===== src/design/wavhp_pkg.sv =====
// Shared types and constants for the WAV header parser.
`default_nettype none

package wavhp_pkg;

    // One byte of the incoming file stream.
    typedef struct packed {
        logic [7:0] in_byte;
        logic       end_of_stream;
    } item_t;

    // One result request: header, payload byte or reject.
    typedef struct packed {
        logic [1:0]  kind;
        logic [2:0]  error_code;
        logic [1:0]  sample_format;
        logic [31:0] rate_hz;
        logic [31:0] data_size;
        logic [7:0]  payload_byte;
        logic        last_payload;
    } result_t;

    // Result kinds.
    localparam logic [1:0] KIND_HEADER  = 2'd0;
    localparam logic [1:0] KIND_PAYLOAD = 2'd1;
    localparam logic [1:0] KIND_REJECT  = 2'd2;

    // Error codes.
    localparam logic [2:0] ERR_NONE        = 3'd0;
    localparam logic [2:0] ERR_EARLY_END   = 3'd1;
    localparam logic [2:0] ERR_NOT_WAVE    = 3'd2;
    localparam logic [2:0] ERR_NOT_PCM     = 3'd3;
    localparam logic [2:0] ERR_UNSUPPORTED = 3'd4;

    // Four-character codes, little-endian as they arrive.
    localparam logic [31:0] TAG_RIFF = 32'h4646_4952;
    localparam logic [31:0] TAG_WAVE = 32'h4556_4157;
    localparam logic [31:0] TAG_FMT  = 32'h2074_6D66;
    localparam logic [31:0] TAG_DATA = 32'h6174_6164;

    localparam logic [31:0] FMT_PCM   = 32'h0000_0001;
    localparam logic [2:0]  AVG_LAST  = 3'd5;
    localparam logic [31:0] BITS_8    = 32'd8;
    localparam logic [31:0] BITS_16   = 32'd16;
    localparam logic [15:0] CHAN_MONO = 16'd1;
    localparam logic [15:0] CHAN_STEREO = 16'd2;

    // Result queue between the parser and the output side.
    localparam int QUEUE_DEPTH = 4;
    localparam int QUEUE_PTR_W = $clog2(QUEUE_DEPTH);
    localparam int QUEUE_CNT_W = $clog2(QUEUE_DEPTH + 1);

    // Parser phases.
    typedef enum logic [3:0] {
        PH_RIFF_HDR  = 4'd0,
        PH_RIFF_SKIP = 4'd1,
        PH_WAVE      = 4'd2,
        PH_FMT_HDR   = 4'd3,
        PH_FMT_SKIP  = 4'd4,
        PH_TAG       = 4'd5,
        PH_CHAN      = 4'd6,
        PH_RATE      = 4'd7,
        PH_AVG       = 4'd8,
        PH_BITS      = 4'd9,
        PH_FMT_TAIL  = 4'd10,
        PH_DATA_HDR  = 4'd11,
        PH_DATA_SKIP = 4'd12,
        PH_PAYLOAD   = 4'd13,
        PH_DONE      = 4'd14
    } phase_t;

endpackage

`default_nettype wire


===== src/design/wavhp_parser.sv =====
// Front end: byte-at-a-time RIFF/WAVE chunk parser that classifies each byte.
`default_nettype none

module wavhp_parser (
    input  wire logic             clk,
    input  wire logic             rst_n,
    input  wire logic             step,
    input  wire wavhp_pkg::item_t item,
    output logic                  res_valid,
    output wavhp_pkg::result_t    res
);
    import wavhp_pkg::*;

    function automatic logic [31:0] put_byte(input logic [31:0] base, input logic [7:0] b,
                                             input logic [1:0] lane);
        put_byte = base | ({24'd0, b} << {lane, 3'b000});
    endfunction

    phase_t      phase_reg, phase_next;
    logic [2:0]  cnt_reg, cnt_next;
    logic [31:0] shift_reg, shift_next;
    logic [31:0] tag_reg, tag_next;
    logic [31:0] skip_reg, skip_next;
    logic [31:0] fmt_rem_reg, fmt_rem_next;
    logic [15:0] chan_reg, chan_next;
    logic [31:0] rate_reg, rate_next;
    logic [1:0]  format_reg, format_next;
    logic [31:0] pay_rem_reg, pay_rem_next;

    logic [31:0] hdr_tag, hdr_shift, fld_shift, skip_dec, pay_dec;
    logic        hdr_done;
    logic [1:0]  fc;
    logic [2:0]  fld_cnt_inc;
    logic [7:0]  b;
    logic        eos;
    logic        ch_ok, bits_ok;

    always_comb
    begin
        b   = item.in_byte;
        eos = item.end_of_stream;

        phase_next   = phase_reg;
        cnt_next     = cnt_reg;
        shift_next   = shift_reg;
        tag_next     = tag_reg;
        skip_next    = skip_reg;
        chan_next    = chan_reg;
        rate_next    = rate_reg;
        format_next  = format_reg;
        pay_rem_next = pay_rem_reg;
        res_valid    = 1'b0;
        res          = '0;

        // The fmt body counter runs down while its fixed fields are read.
        fmt_rem_next = fmt_rem_reg;
        if ((phase_reg inside {[PH_TAG:PH_BITS]}) && (fmt_rem_reg != 32'd0))
        begin
            fmt_rem_next = fmt_rem_reg - 32'd1;
        end

        // Chunk header collection: four id bytes, then four size bytes.
        hdr_tag   = (cnt_reg == 3'd0) ? 32'd0 : tag_reg;
        hdr_shift = (cnt_reg == 3'd0) ? 32'd0 : shift_reg;
        if (cnt_reg < 3'd4)
        begin
            hdr_tag = put_byte(hdr_tag, b, cnt_reg[1:0]);
        end
        else
        begin
            hdr_shift = put_byte(hdr_shift, b, cnt_reg[1:0]);
        end
        hdr_done = (cnt_reg == 3'd7);

        // Little-endian field collection.
        fc          = cnt_reg[1:0];
        fld_shift   = put_byte((fc == 2'd0) ? 32'd0 : shift_reg, b, fc);
        fld_cnt_inc = {1'b0, fc} + 3'd1;

        skip_dec = skip_reg - 32'd1;
        pay_dec  = pay_rem_reg - 32'd1;

        ch_ok   = (chan_reg == CHAN_MONO) || (chan_reg == CHAN_STEREO);
        bits_ok = (fld_shift == BITS_8) || (fld_shift == BITS_16);

        case (phase_reg)
            PH_RIFF_HDR, PH_FMT_HDR, PH_DATA_HDR:
            begin
                tag_next   = hdr_tag;
                shift_next = hdr_shift;
                cnt_next   = hdr_done ? 3'd0 : cnt_reg + 3'd1;
                if (hdr_done)
                begin
                    if (phase_reg == PH_RIFF_HDR && hdr_tag == TAG_RIFF)
                    begin
                        phase_next = PH_WAVE;
                    end
                    else if (phase_reg == PH_FMT_HDR && hdr_tag == TAG_FMT)
                    begin
                        fmt_rem_next = hdr_shift;
                        phase_next   = PH_TAG;
                    end
                    else if (phase_reg == PH_DATA_HDR && hdr_tag == TAG_DATA)
                    begin
                        pay_rem_next      = hdr_shift;
                        res_valid         = 1'b1;
                        res.kind          = KIND_HEADER;
                        res.sample_format = format_reg;
                        res.rate_hz       = rate_reg;
                        res.data_size     = hdr_shift;
                        phase_next = (hdr_shift != 32'd0) ? PH_PAYLOAD : PH_DONE;
                    end
                    else
                    begin
                        // Unknown chunk: skip its body, if it has one.
                        skip_next = hdr_shift;
                        if (hdr_shift != 32'd0)
                        begin
                            phase_next = (phase_reg == PH_RIFF_HDR) ? PH_RIFF_SKIP :
                                         (phase_reg == PH_FMT_HDR)  ? PH_FMT_SKIP :
                                                                      PH_DATA_SKIP;
                        end
                    end
                end
            end
            PH_RIFF_SKIP, PH_FMT_SKIP, PH_DATA_SKIP:
            begin
                skip_next = skip_dec;
                if (skip_dec == 32'd0)
                begin
                    phase_next = (phase_reg == PH_RIFF_SKIP) ? PH_RIFF_HDR :
                                 (phase_reg == PH_FMT_SKIP)  ? PH_FMT_HDR :
                                                               PH_DATA_HDR;
                end
            end
            PH_WAVE, PH_RATE:
            begin
                shift_next = fld_shift;
                cnt_next   = (fc == 2'd3) ? 3'd0 : fld_cnt_inc;
                if (fc == 2'd3)
                begin
                    if (phase_reg == PH_RATE)
                    begin
                        rate_next  = fld_shift;
                        phase_next = PH_AVG;
                    end
                    else if (fld_shift == TAG_WAVE)
                    begin
                        phase_next = PH_FMT_HDR;
                    end
                    else
                    begin
                        res_valid      = 1'b1;
                        res.kind       = KIND_REJECT;
                        res.error_code = ERR_NOT_WAVE;
                        phase_next     = PH_DONE;
                    end
                end
            end
            PH_TAG, PH_CHAN, PH_BITS:
            begin
                shift_next = fld_shift;
                cnt_next   = (fc != 2'd0) ? 3'd0 : fld_cnt_inc;
                if (fc != 2'd0)
                begin
                    if (phase_reg == PH_CHAN)
                    begin
                        chan_next  = fld_shift[15:0];
                        phase_next = PH_RATE;
                    end
                    else if (phase_reg == PH_TAG)
                    begin
                        if (fld_shift == FMT_PCM)
                        begin
                            phase_next = PH_CHAN;
                        end
                        else
                        begin
                            res_valid      = 1'b1;
                            res.kind       = KIND_REJECT;
                            res.error_code = ERR_NOT_PCM;
                            phase_next     = PH_DONE;
                        end
                    end
                    else if (ch_ok && bits_ok)
                    begin
                        format_next = {chan_reg == CHAN_STEREO, fld_shift == BITS_16};
                        phase_next  = (fmt_rem_next != 32'd0) ? PH_FMT_TAIL : PH_DATA_HDR;
                    end
                    else
                    begin
                        res_valid      = 1'b1;
                        res.kind       = KIND_REJECT;
                        res.error_code = ERR_UNSUPPORTED;
                        phase_next     = PH_DONE;
                    end
                end
            end
            PH_AVG:
            begin
                if (cnt_reg >= AVG_LAST)
                begin
                    cnt_next   = 3'd0;
                    phase_next = PH_BITS;
                end
                else
                begin
                    cnt_next = cnt_reg + 3'd1;
                end
            end
            PH_FMT_TAIL:
            begin
                fmt_rem_next = fmt_rem_reg - 32'd1;
                if (fmt_rem_next == 32'd0)
                begin
                    phase_next = PH_DATA_HDR;
                end
            end
            PH_PAYLOAD:
            begin
                pay_rem_next     = pay_dec;
                res_valid        = 1'b1;
                res.kind         = KIND_PAYLOAD;
                res.payload_byte = b;
                res.last_payload = (pay_dec == 32'd0) || eos;
                if (pay_dec == 32'd0)
                begin
                    phase_next = PH_DONE;
                end
            end
            default:
            begin
            end
        endcase

        // End of stream: report an unfinished header, then start over.
        if (eos)
        begin
            if (!res_valid && (phase_next < PH_PAYLOAD))
            begin
                res_valid      = 1'b1;
                res            = '0;
                res.kind       = KIND_REJECT;
                res.error_code = ERR_EARLY_END;
            end
            phase_next = PH_RIFF_HDR;
            cnt_next   = 3'd0;
        end
    end

    always_ff @(posedge clk or negedge rst_n)
    begin
        if (!rst_n)
        begin
            phase_reg   <= PH_RIFF_HDR;
            cnt_reg     <= 3'd0;
            shift_reg   <= 32'd0;
            tag_reg     <= 32'd0;
            skip_reg    <= 32'd0;
            fmt_rem_reg <= 32'd0;
            chan_reg    <= 16'd0;
            rate_reg    <= 32'd0;
            format_reg  <= 2'd0;
            pay_rem_reg <= 32'd0;
        end
        else if (step)
        begin
            phase_reg   <= phase_next;
            cnt_reg     <= cnt_next;
            shift_reg   <= shift_next;
            tag_reg     <= tag_next;
            skip_reg    <= skip_next;
            fmt_rem_reg <= fmt_rem_next;
            chan_reg    <= chan_next;
            rate_reg    <= rate_next;
            format_reg  <= format_next;
            pay_rem_reg <= pay_rem_next;
        end
    end

endmodule

`default_nettype wire


===== src/design/wavhp_queue.sv =====
// Back end: short result queue that presents the oldest result request.
`default_nettype none

module wavhp_queue (
    input  wire logic               clk,
    input  wire logic               rst_n,
    input  wire logic               wr_en,
    input  wire wavhp_pkg::result_t wr_data,
    input  wire logic               rd_en,
    output wavhp_pkg::result_t      rd_data,
    output logic                    full,
    output logic                    empty
);
    import wavhp_pkg::*;

    localparam logic [QUEUE_PTR_W-1:0] LAST_SLOT = QUEUE_PTR_W'(QUEUE_DEPTH - 1);

    result_t                slot_reg [QUEUE_DEPTH];
    logic [QUEUE_PTR_W-1:0] wr_ptr_reg, wr_ptr_next;
    logic [QUEUE_PTR_W-1:0] rd_ptr_reg, rd_ptr_next;
    logic [QUEUE_CNT_W-1:0] count_reg, count_next;

    assign full    = (count_reg == QUEUE_CNT_W'(QUEUE_DEPTH));
    assign empty   = (count_reg == '0);
    assign rd_data = slot_reg[rd_ptr_reg];

    always_comb
    begin
        wr_ptr_next = wr_ptr_reg;
        rd_ptr_next = rd_ptr_reg;
        count_next  = count_reg;
        if (wr_en)
        begin
            wr_ptr_next = (wr_ptr_reg == LAST_SLOT) ? '0 : wr_ptr_reg + QUEUE_PTR_W'(1);
        end
        if (rd_en)
        begin
            rd_ptr_next = (rd_ptr_reg == LAST_SLOT) ? '0 : rd_ptr_reg + QUEUE_PTR_W'(1);
        end
        if (wr_en && !rd_en)
        begin
            count_next = count_reg + QUEUE_CNT_W'(1);
        end
        else if (rd_en && !wr_en)
        begin
            count_next = count_reg - QUEUE_CNT_W'(1);
        end
    end

    always_ff @(posedge clk or negedge rst_n)
    begin
        if (!rst_n)
        begin
            wr_ptr_reg <= '0;
            rd_ptr_reg <= '0;
            count_reg  <= '0;
        end
        else
        begin
            wr_ptr_reg <= wr_ptr_next;
            rd_ptr_reg <= rd_ptr_next;
            count_reg  <= count_next;
        end
    end

    always_ff @(posedge clk)
    begin
        if (wr_en)
        begin
            slot_reg[wr_ptr_reg] <= wr_data;
        end
    end

endmodule

`default_nettype wire


===== src/design/wav_header_parser.sv =====
// Top level of the WAV header parser: parser front end and result queue.
`default_nettype none

// The block reads a WAV file one byte per clock and reports what it finds.
// It walks the RIFF chunk list, checks the WAVE id, skips unknown chunks by
// their little-endian size, and reads the fmt chunk, accepting only PCM with
// one or two channels at 8 or 16 bits; bytes of a fmt chunk beyond its first
// 16 are skipped. When the data chunk header arrives it issues one header
// request (format, sample rate, data size) and then passes up to data-size
// payload bytes, one request each, with last_payload on the final one. An
// error issues one reject request and the rest of the stream is ignored; a
// byte with end_of_stream set ends the file and the parser starts over,
// rejecting with the early-end code if the header was left unfinished. Each
// byte is handled directly by the parser state machine, so the input side
// sustains one byte per clock while the queue is not full. Results go
// through a four-entry queue, and full rises only when it holds four results
// nobody has popped; the oldest unpopped result is shown on the result ports.

module wav_header_parser (
    input  wire logic               clk,
    input  wire logic               rst_n,
    input  wire logic               push,
    output logic                    full,
    input  wire wavhp_pkg::item_t   item,
    input  wire logic               pop,
    output logic                    empty,
    output wavhp_pkg::result_t      result
);
    import wavhp_pkg::*;

    logic    step;
    logic    res_valid;
    result_t res;

    // A byte is taken whenever there is room for the result it may cause.
    assign step = push && !full;

    wavhp_parser u_parser (
        .clk       (clk),
        .rst_n     (rst_n),
        .step      (step),
        .item      (item),
        .res_valid (res_valid),
        .res       (res)
    );

    wavhp_queue u_queue (
        .clk     (clk),
        .rst_n   (rst_n),
        .wr_en   (step && res_valid),
        .wr_data (res),
        .rd_en   (pop && !empty),
        .rd_data (result),
        .full    (full),
        .empty   (empty)
    );

endmodule

`default_nettype wire

===== config.mk =====
export PLATFORM = sky130hd
export DESIGN_NAME = wav_header_parser
export DESIGN_NICKNAME = d
export VERILOG_FILES = /design/src/design/wavhp_pkg.sv /design/src/design/wavhp_parser.sv /design/src/design/wavhp_queue.sv /design/src/design/wav_header_parser.sv
export SDC_FILE = /design/constraint.sdc
export NUM_CORES = 1
export LEC_CHECK = 0
export BUFFER_PORTS_ARGS = -buffer_cell sky130_fd_sc_hd__buf_2
export CAP_MARGIN = 20
export CORE_ASPECT_RATIO = 1.4
export CORE_UTILIZATION = 54
export CTS_CLUSTER_SIZE = 25
export DETAILED_ROUTE_END_ITERATION = 6
export PLACE_DENSITY = 0.71
export SYNTH_ARGS = -nofsm -noshare
export SYNTH_HDL_FRONTEND = slang
export SYNTH_HIERARCHICAL = 1
export SYNTH_SLANG_ARGS = --single-unit

===== constraint.sdc =====
create_clock -name clk -period 8.1 [get_ports clk]
set_input_delay 1.62 -clock clk [delete_from_list [all_inputs] [get_ports clk]]
set_output_delay 1.62 -clock clk [all_outputs]
set_load 0.005 [all_outputs]

# --- Word-level counts from Yosys, hierarchy flattened ---
# Memories as Yosys holds them, arrays and structs flattened.
# Index checks and enable logic that the tools add are counted.
word_totals:
  ff_bits: 224
  ramBits: 320
  in_bits: 13
  output_inout_bits: 82
  word_cells: 206
  memories: 1
classes:
  n_addsub: 9
  order_cmp: 5
  n_eq_ne: 32
  shifts: 1
  n_mux: 91
  n_bitwise: 5
  reduce_logical: 49
mem_list:
  columns: ["name", "depth", "width", "rd", "rd_clocked_by_memory_dff", "wr", "line_no", "source"]
  rows:
  - ["u_queue.slot_reg", 4, 80, 1, 0, 1, "wavhp_queue.sv:18", "result_t slot_reg [QUEUE_DEPTH];"]
op_table:
  columns: ["operator", "count"]
  rows:
  - ["$mux 32", 17]
  - ["$mux 66", 5]
  - ["$pmux 32 s2", 4]
  - ["$mux 80", 2]
  - ["$eq 32x31->1 const B", 3]
  - ["$logic_not 32->1", 3]
  - ["$or 32x32->32", 3]
  - ["$reduce_bool 32->1", 3]
  - ["$sub 32x1->32 const B", 3]
  - ["$mux 4", 22]
  - ["$mux 5", 8]
  - ["$eq 32x1->1 const B", 1]
  - ["$eq 32x30->1 const B", 1]
  - ["$eq 32x4->1 const B", 1]
  - ["$eq 32x5->1 const B", 1]
  - ["$shl 8x5->32", 1]
  - ["$pmux 4 s7", 1]
  - ["$eq 4x4->1 const B", 6]
  - ["$mux 3", 7]
  - ["$reduce_and 6->1", 3]
  - ["$mux 1", 17]
  - ["$eq 16x1->1 const B", 1]
  - ["$eq 16x2->1 const B", 1]
  - ["$eq 4x3->1 const B", 4]
  - ["35 further kinds", 74]

# --- Longest topological paths before layout ---
depth:
  ltp_word: 20
  depth_mapped: 23
  depth_no_buf: 19

# --- Cells and area by module ---
# The synthesis kept the hierarchy.
modules_own_cells:
  columns: ["mod", "instances", "cells_each", "area_each_um2", "seq_area_each_um2"]
  rows:
  - ["wavhp_parser", 1, 2161, 16150.5, 5430.2]
  - ["wavhp_queue", 1, 455, 12034.0, 9784.4]
  - ["wav_header_parser", 1, 3, 21.3, 0.0]

# --- Worst setup path before layout ---
# No wires, ideal clock.
synth_path:
  path_kind: "input-to-reg"
  from: "input item[6] in the netlist's numbering"
  to: "memory u_queue/slot_reg[1][0] in the netlist's numbering (enable)"
  setup_time_ns: 0.447
  arrival_ns: 5.943
  required_time_ns: 7.653
  setup_slack_ns: 1.709
  cell_stages: 12
  n_path_buf: 0
  path_cell_list: "nor2b_1 > a22oi_1 > nand4_1 > or4_1 > o41ai_1 > or2_2 > a21oi_1 > nor4_1 > o31ai_2 > nand3_1 > and3b_1 > and2_1"
synth_between:
  elab_chain_cells: 17
  elab_cells_between_ends: 55
  classes_between: "order compare (1); eq/ne (7); shift (1); mux (34); bitwise (3); reduce/logical (9)"
synth_rtl:
  columns: ["element", "line_no", "source"]
  rows:
  - ["start: declaration", "wav_header_parser.sv:24", "input wire wavhp_pkg::item_t item,"]
  - ["$shl 8x5->32 (*)", "wavhp_parser.sv:16", "put_byte = base | ({24'd0, b} << {lane, 3'b000});"]
  - ["$or 32x32->32", "wavhp_parser.sv:16", null]
  - ["$mux 32 (tied with other cells)", "wavhp_parser.sv:65", "if (cnt_reg < 3'd4)"]
  - ["$reduce_bool 32->1 (tied with other cells)", "wavhp_parser.sv:111, wavhp_parser.sv:117", null]
  - ["$mux 4 (tied with other cells)", "wavhp_parser.sv:117", "if (hdr_shift != 32'd0)"]
  - ["$mux 4 (tied with other cells)", "wavhp_parser.sv:103", "else if (phase_reg == PH_DATA_HDR && hdr_tag == TAG_DATA)"]
  - ["$mux 4 (tied with other cells)", "wavhp_parser.sv:98", "else if (phase_reg == PH_FMT_HDR && hdr_tag == TAG_FMT)"]
  - ["$mux 4 (tied with other cells)", "wavhp_parser.sv:94", "if (phase_reg == PH_RIFF_HDR && hdr_tag == TAG_RIFF)"]
  - ["[... 2 more ...]", null, null]
  - ["$lt 4x4->1 or $logic_not 1->1 (tied branches)", "wavhp_parser.sv:239", "if (!res_valid && (phase_next < PH_PAYLOAD))"]
  - ["$logic_and 1x1->1", "wavhp_parser.sv:239", null]
  - ["$mux 1", "wavhp_parser.sv:239", null]
  - ["$mux 1 (*)", "wavhp_parser.sv:237", "if (eos)"]
  - ["net res_valid", "wav_header_parser.sv:32", "logic res_valid;"]
  - ["$logic_and 1x1->1 (*)", "wav_header_parser.sv:50", ".wr_en (step && res_valid),"]
  - ["$mux 1 (*)", "wavhp_queue.sv:68", "if (wr_en)"]
  - ["$mux 1 (implied by the code) (*)", "wavhp_queue.sv:70", "slot_reg[wr_ptr_reg] <= wr_data;"]
  - ["end: declaration", "wavhp_queue.sv:18", null]
# Mark *: on every way through the listed nets, which the timed path passes. The rest lies on a longest branch.

# --- Worst setup path in the final report ---
layout_path:
  from: "register u_parser.cnt_reg[1]"
  to: "memory u_queue/slot_reg[2][3] in the netlist's numbering (enable)"
layout_between:
  elab_chain_cells: 18
  elab_cells_between_ends: 66
  classes_between: "order compare (3); eq/ne (9); shift (1); mux (38); bitwise (3); reduce/logical (12)"
layout_rtl:
  columns: ["element", "line_no", "source"]
  rows:
  - ["start: declaration", "wavhp_parser.sv:20", "logic [2:0] cnt_reg, cnt_next;"]
  - ["start signal: assignment", "wavhp_parser.sv:269", "cnt_reg <= cnt_next;"]
  - ["branches (longest 14 deep; another with $lt 4x4->1)", null, null]
  - ["$mux 1 (*)", "wavhp_parser.sv:237", null]
  - ["net res_valid", "wav_header_parser.sv:32", null]
  - ["$logic_and 1x1->1 (*)", "wav_header_parser.sv:50", null]
  - ["$mux 1 (*)", "wavhp_queue.sv:68", null]
  - ["$mux 1 (implied by the code) (*)", "wavhp_queue.sv:70", null]
# Mark *: on every way through the listed nets, which the timed path passes.

==> reports/metrics.cfg <==
[yosys]
ys_seq_elements = 544
synth_edf_count = 320
synth_cells = 2619
synth_compound_area_share_pct = 15.2
synth-xor-area-share_pct = 1.27
ys_types = 86
synth_mux_area_share_pct = 7.00
synth_top_family_by_area = simple AND/OR/NAND/NOR gates
synthesis.nets = 2650
syn_avg_cell_area_um2 = 10.8
syn-cell-area_mm2 = 0.0282
yosysSeqAreaShare_pct = 53.9
ys.warnings.count = 6
ys.flop_type = edfxtp_1
synthSimpleGateAreaFrac_pct = 18.1
synth_async_sr_flop_share_pct = 41.2
synthAdderAreaFrac_pct = 0.825

[placement]
gp_congestion = 0.984
post-place-cells = 3233
hpwl_mm = 61.8
io_buffers = 94

[floorplan]
die_w_um = 195
ios = 95
core-area_mm2 = 0.0514
dieHeight_um = 272
initial_core_util_pct = 54.9
die_area_mm2 = 0.0532
rows = 98

[timing]
tns_ps = 0
hold_violations = 0
period_minus_slack_ps = 6270
finalCritPeriodShare_pct = 77.4
finClkSkew_ps = 47.8
slew_headroom_pct = 29.5
rsz0062_at_grt = false
slew_viol_final = 0
setup_viol = 0
tightest_slew_ps = 1050
fmax_mhz = 159

[worst_setup_path]
worstPathArrival_ps = 6590
critPathKind = reg -> reg
startpoint_type = flop
r2r_start = u_parser/cnt_reg[1]
cp-end-kind = flop
critPathRequiredTime_ps = 8410
cp_max_fo = 50
worstSetupStartpoint = u_parser/cnt_reg[1]

[clocking]
cts_resized = 0
h-tree-depth = 2
cts.clk_slew.worst_paths_ps = 70
holdBufCountCts = 0
cts_setup_buffers = 0
clk_path_buf_depth = 3
cts_buffers = 50
worstSkewPairLatency_ps = 640
cts_root_buf = clkbuf_16
cts_tree = built
cts_num_sinks = 544

[detailed_routing]
avgViaCountPerCell = 6.76
first_pass_iters = 7
ant_nets = 0
drcViolationCount = 4
first_iter_violations = 2482
wl_per_cell_um = 27.0
vias = 22500
wl_mm = 90.0

[power]
power.share.clock_pct = 25.6
power.density_mw_per_mm2 = 307
swShare_pct = 37.6
power_frac_seq_pct = 40.1
total_power_mw = 9.50
ir_drop_mv = 0.221
pwr-share-comb_pct = 34.4
power_leakage_nw = 11.5
p_int_mw = 5.93
p_sw_mw = 3.57

[final_layout]
drive_gt1_share_pct = 14.3
largest_register_ffs = 320
final_cells = 3327
final_cell_mix = edfxtp_1, nand2_1, nor2_1
layout_commonest_cell = edfxtp_1
nNetsFinal = 2667
area_delta_synth_final_pct = 9.65

[global_routing]
grt_max_degree = 159
grt_overflow = 0
antenna_found_initial = 2
grt_pass1_vias = 21800
grt_usage_pct = 34.1
grt_pass1_wl_mm = 136

[status]
status = finished, violations left
violations = design-rule violations

[min_path]
hp-class = reg -> reg
worstHoldStart = u_parser/chan_reg[3]

[job]
maxCapViolCount = 0

per-stage QoR:
| step | setup WS (ps) | area (um2) | utilization, % | hold WS [ps] |
|---|---|---|---|---|
| 4_1_cts | 1690 | 30900 | 60.2 | 483 |
| 5_1_grt | 1470 | 30900 | 60.2 | 502 |
| 3_5_place_dp | 1680 | 29200 | 56.9 | 465 |
| 2_1_floorplan | 1710 | 28200 | - | 441 |
| 6_report | 1830 | 30900 | 60.2 | 489 |
| 3_3_place_gp | 1750 | 29200 | 56.9 | 460 |
cells by family after synthesis:
| kind of cell | Yosys count |
|---|---|
| AND/OR/NAND/NOR | 1009 |
| flip-flops | 544 |
| XOR/XNOR | 41 |
| buffers and inverters | 236 |
| multiplexers | 96 |
| AO/OA/AOI/OAI | 675 |
| adder cells (fa/ha/maj) | 18 |
Yosys cell counts (all sizes together) (20+ instances only):
cell type  count  area share, %
or2           21           0.47
a22o          57            1.8
and2          56            1.2
o22ai         52            1.2
nand3         55           0.98
clkbuf       164            2.2
nor3          82            1.5
xnor2         20           0.62
nor2b         48            1.1
or3           29           0.64
mux4          80            6.4
o21ai        216            3.8
inv           34           0.45
or4           21           0.59
xor2          21           0.65
nor2         256            3.4
nor4          52            1.3
a21oi        164            2.9
a31oi         24           0.53
dfrtp        224             20
nand4         33           0.73
buf           36            1.1
nand2        260            3.5
edfxtp       320             34
power by group through the flow:
stage                     clock network (mW)  registers (mW)  logic, mW
after floorplan                            0            3.53       2.43
after detailed placement                   0            3.85       3.21
after global routing                    2.57            3.86       3.52
after global placement                     0            3.83       3.19
after CTS                               2.47            3.80       3.23
final                                   2.43            3.81       3.26
area by class of cell:
class,instances,area [um2]
Clock inverter,27,313
Fill cell,4156,20400
Sequential cell,544,15200
Antenna cell,1,2.50
Tap cell,650,813
Timing Repair Buffer,165,1060
Multi-Input combinational cell,1839,12000
Clock buffer,65,1370
Inverter,36,135
worst paths after layout:
path                                       endpoint  slack, ps  cells past startpoint
setup / recovery             u_queue/slot_reg[2][3]       1830                     16
hold / removal                 u_parser/chan_reg[3]        490                      2
setup reg to reg             u_queue/slot_reg[2][3]       1830                     16
hold reg to reg                u_parser/chan_reg[3]        490                      2
max in group asynchronous     u_queue/rd_ptr_reg[1]       5690                      2
min in group asynchronous  u_parser/pay_rem_reg[12]        920                      1
layer usage:
layer	vias up	routed length, um	GRT usage, %
li1	9930	-	-
met2	1122	43700	56.4
met5	-	19	0
met1	11100	33400	42.1
met3	303	6380	4.99
met4	2	6410	22.0
critical path: stages, from the launching register on:
cell and delay, ps:
dfrtp_1 660, inv_1 350, ha_1 220, buf_4 480, nor2b_1 130, o22ai_1 580, nand4_1 230, nor4_1 670
and2_1 250, a21o_1 90, a21oi_1 80, nor4_1 390, o31ai_2 160, nand3_1 130, and3b_1 340, and2_4 670
buf_4 390
No activity file was read; power rests on OpenSTA's default activity.
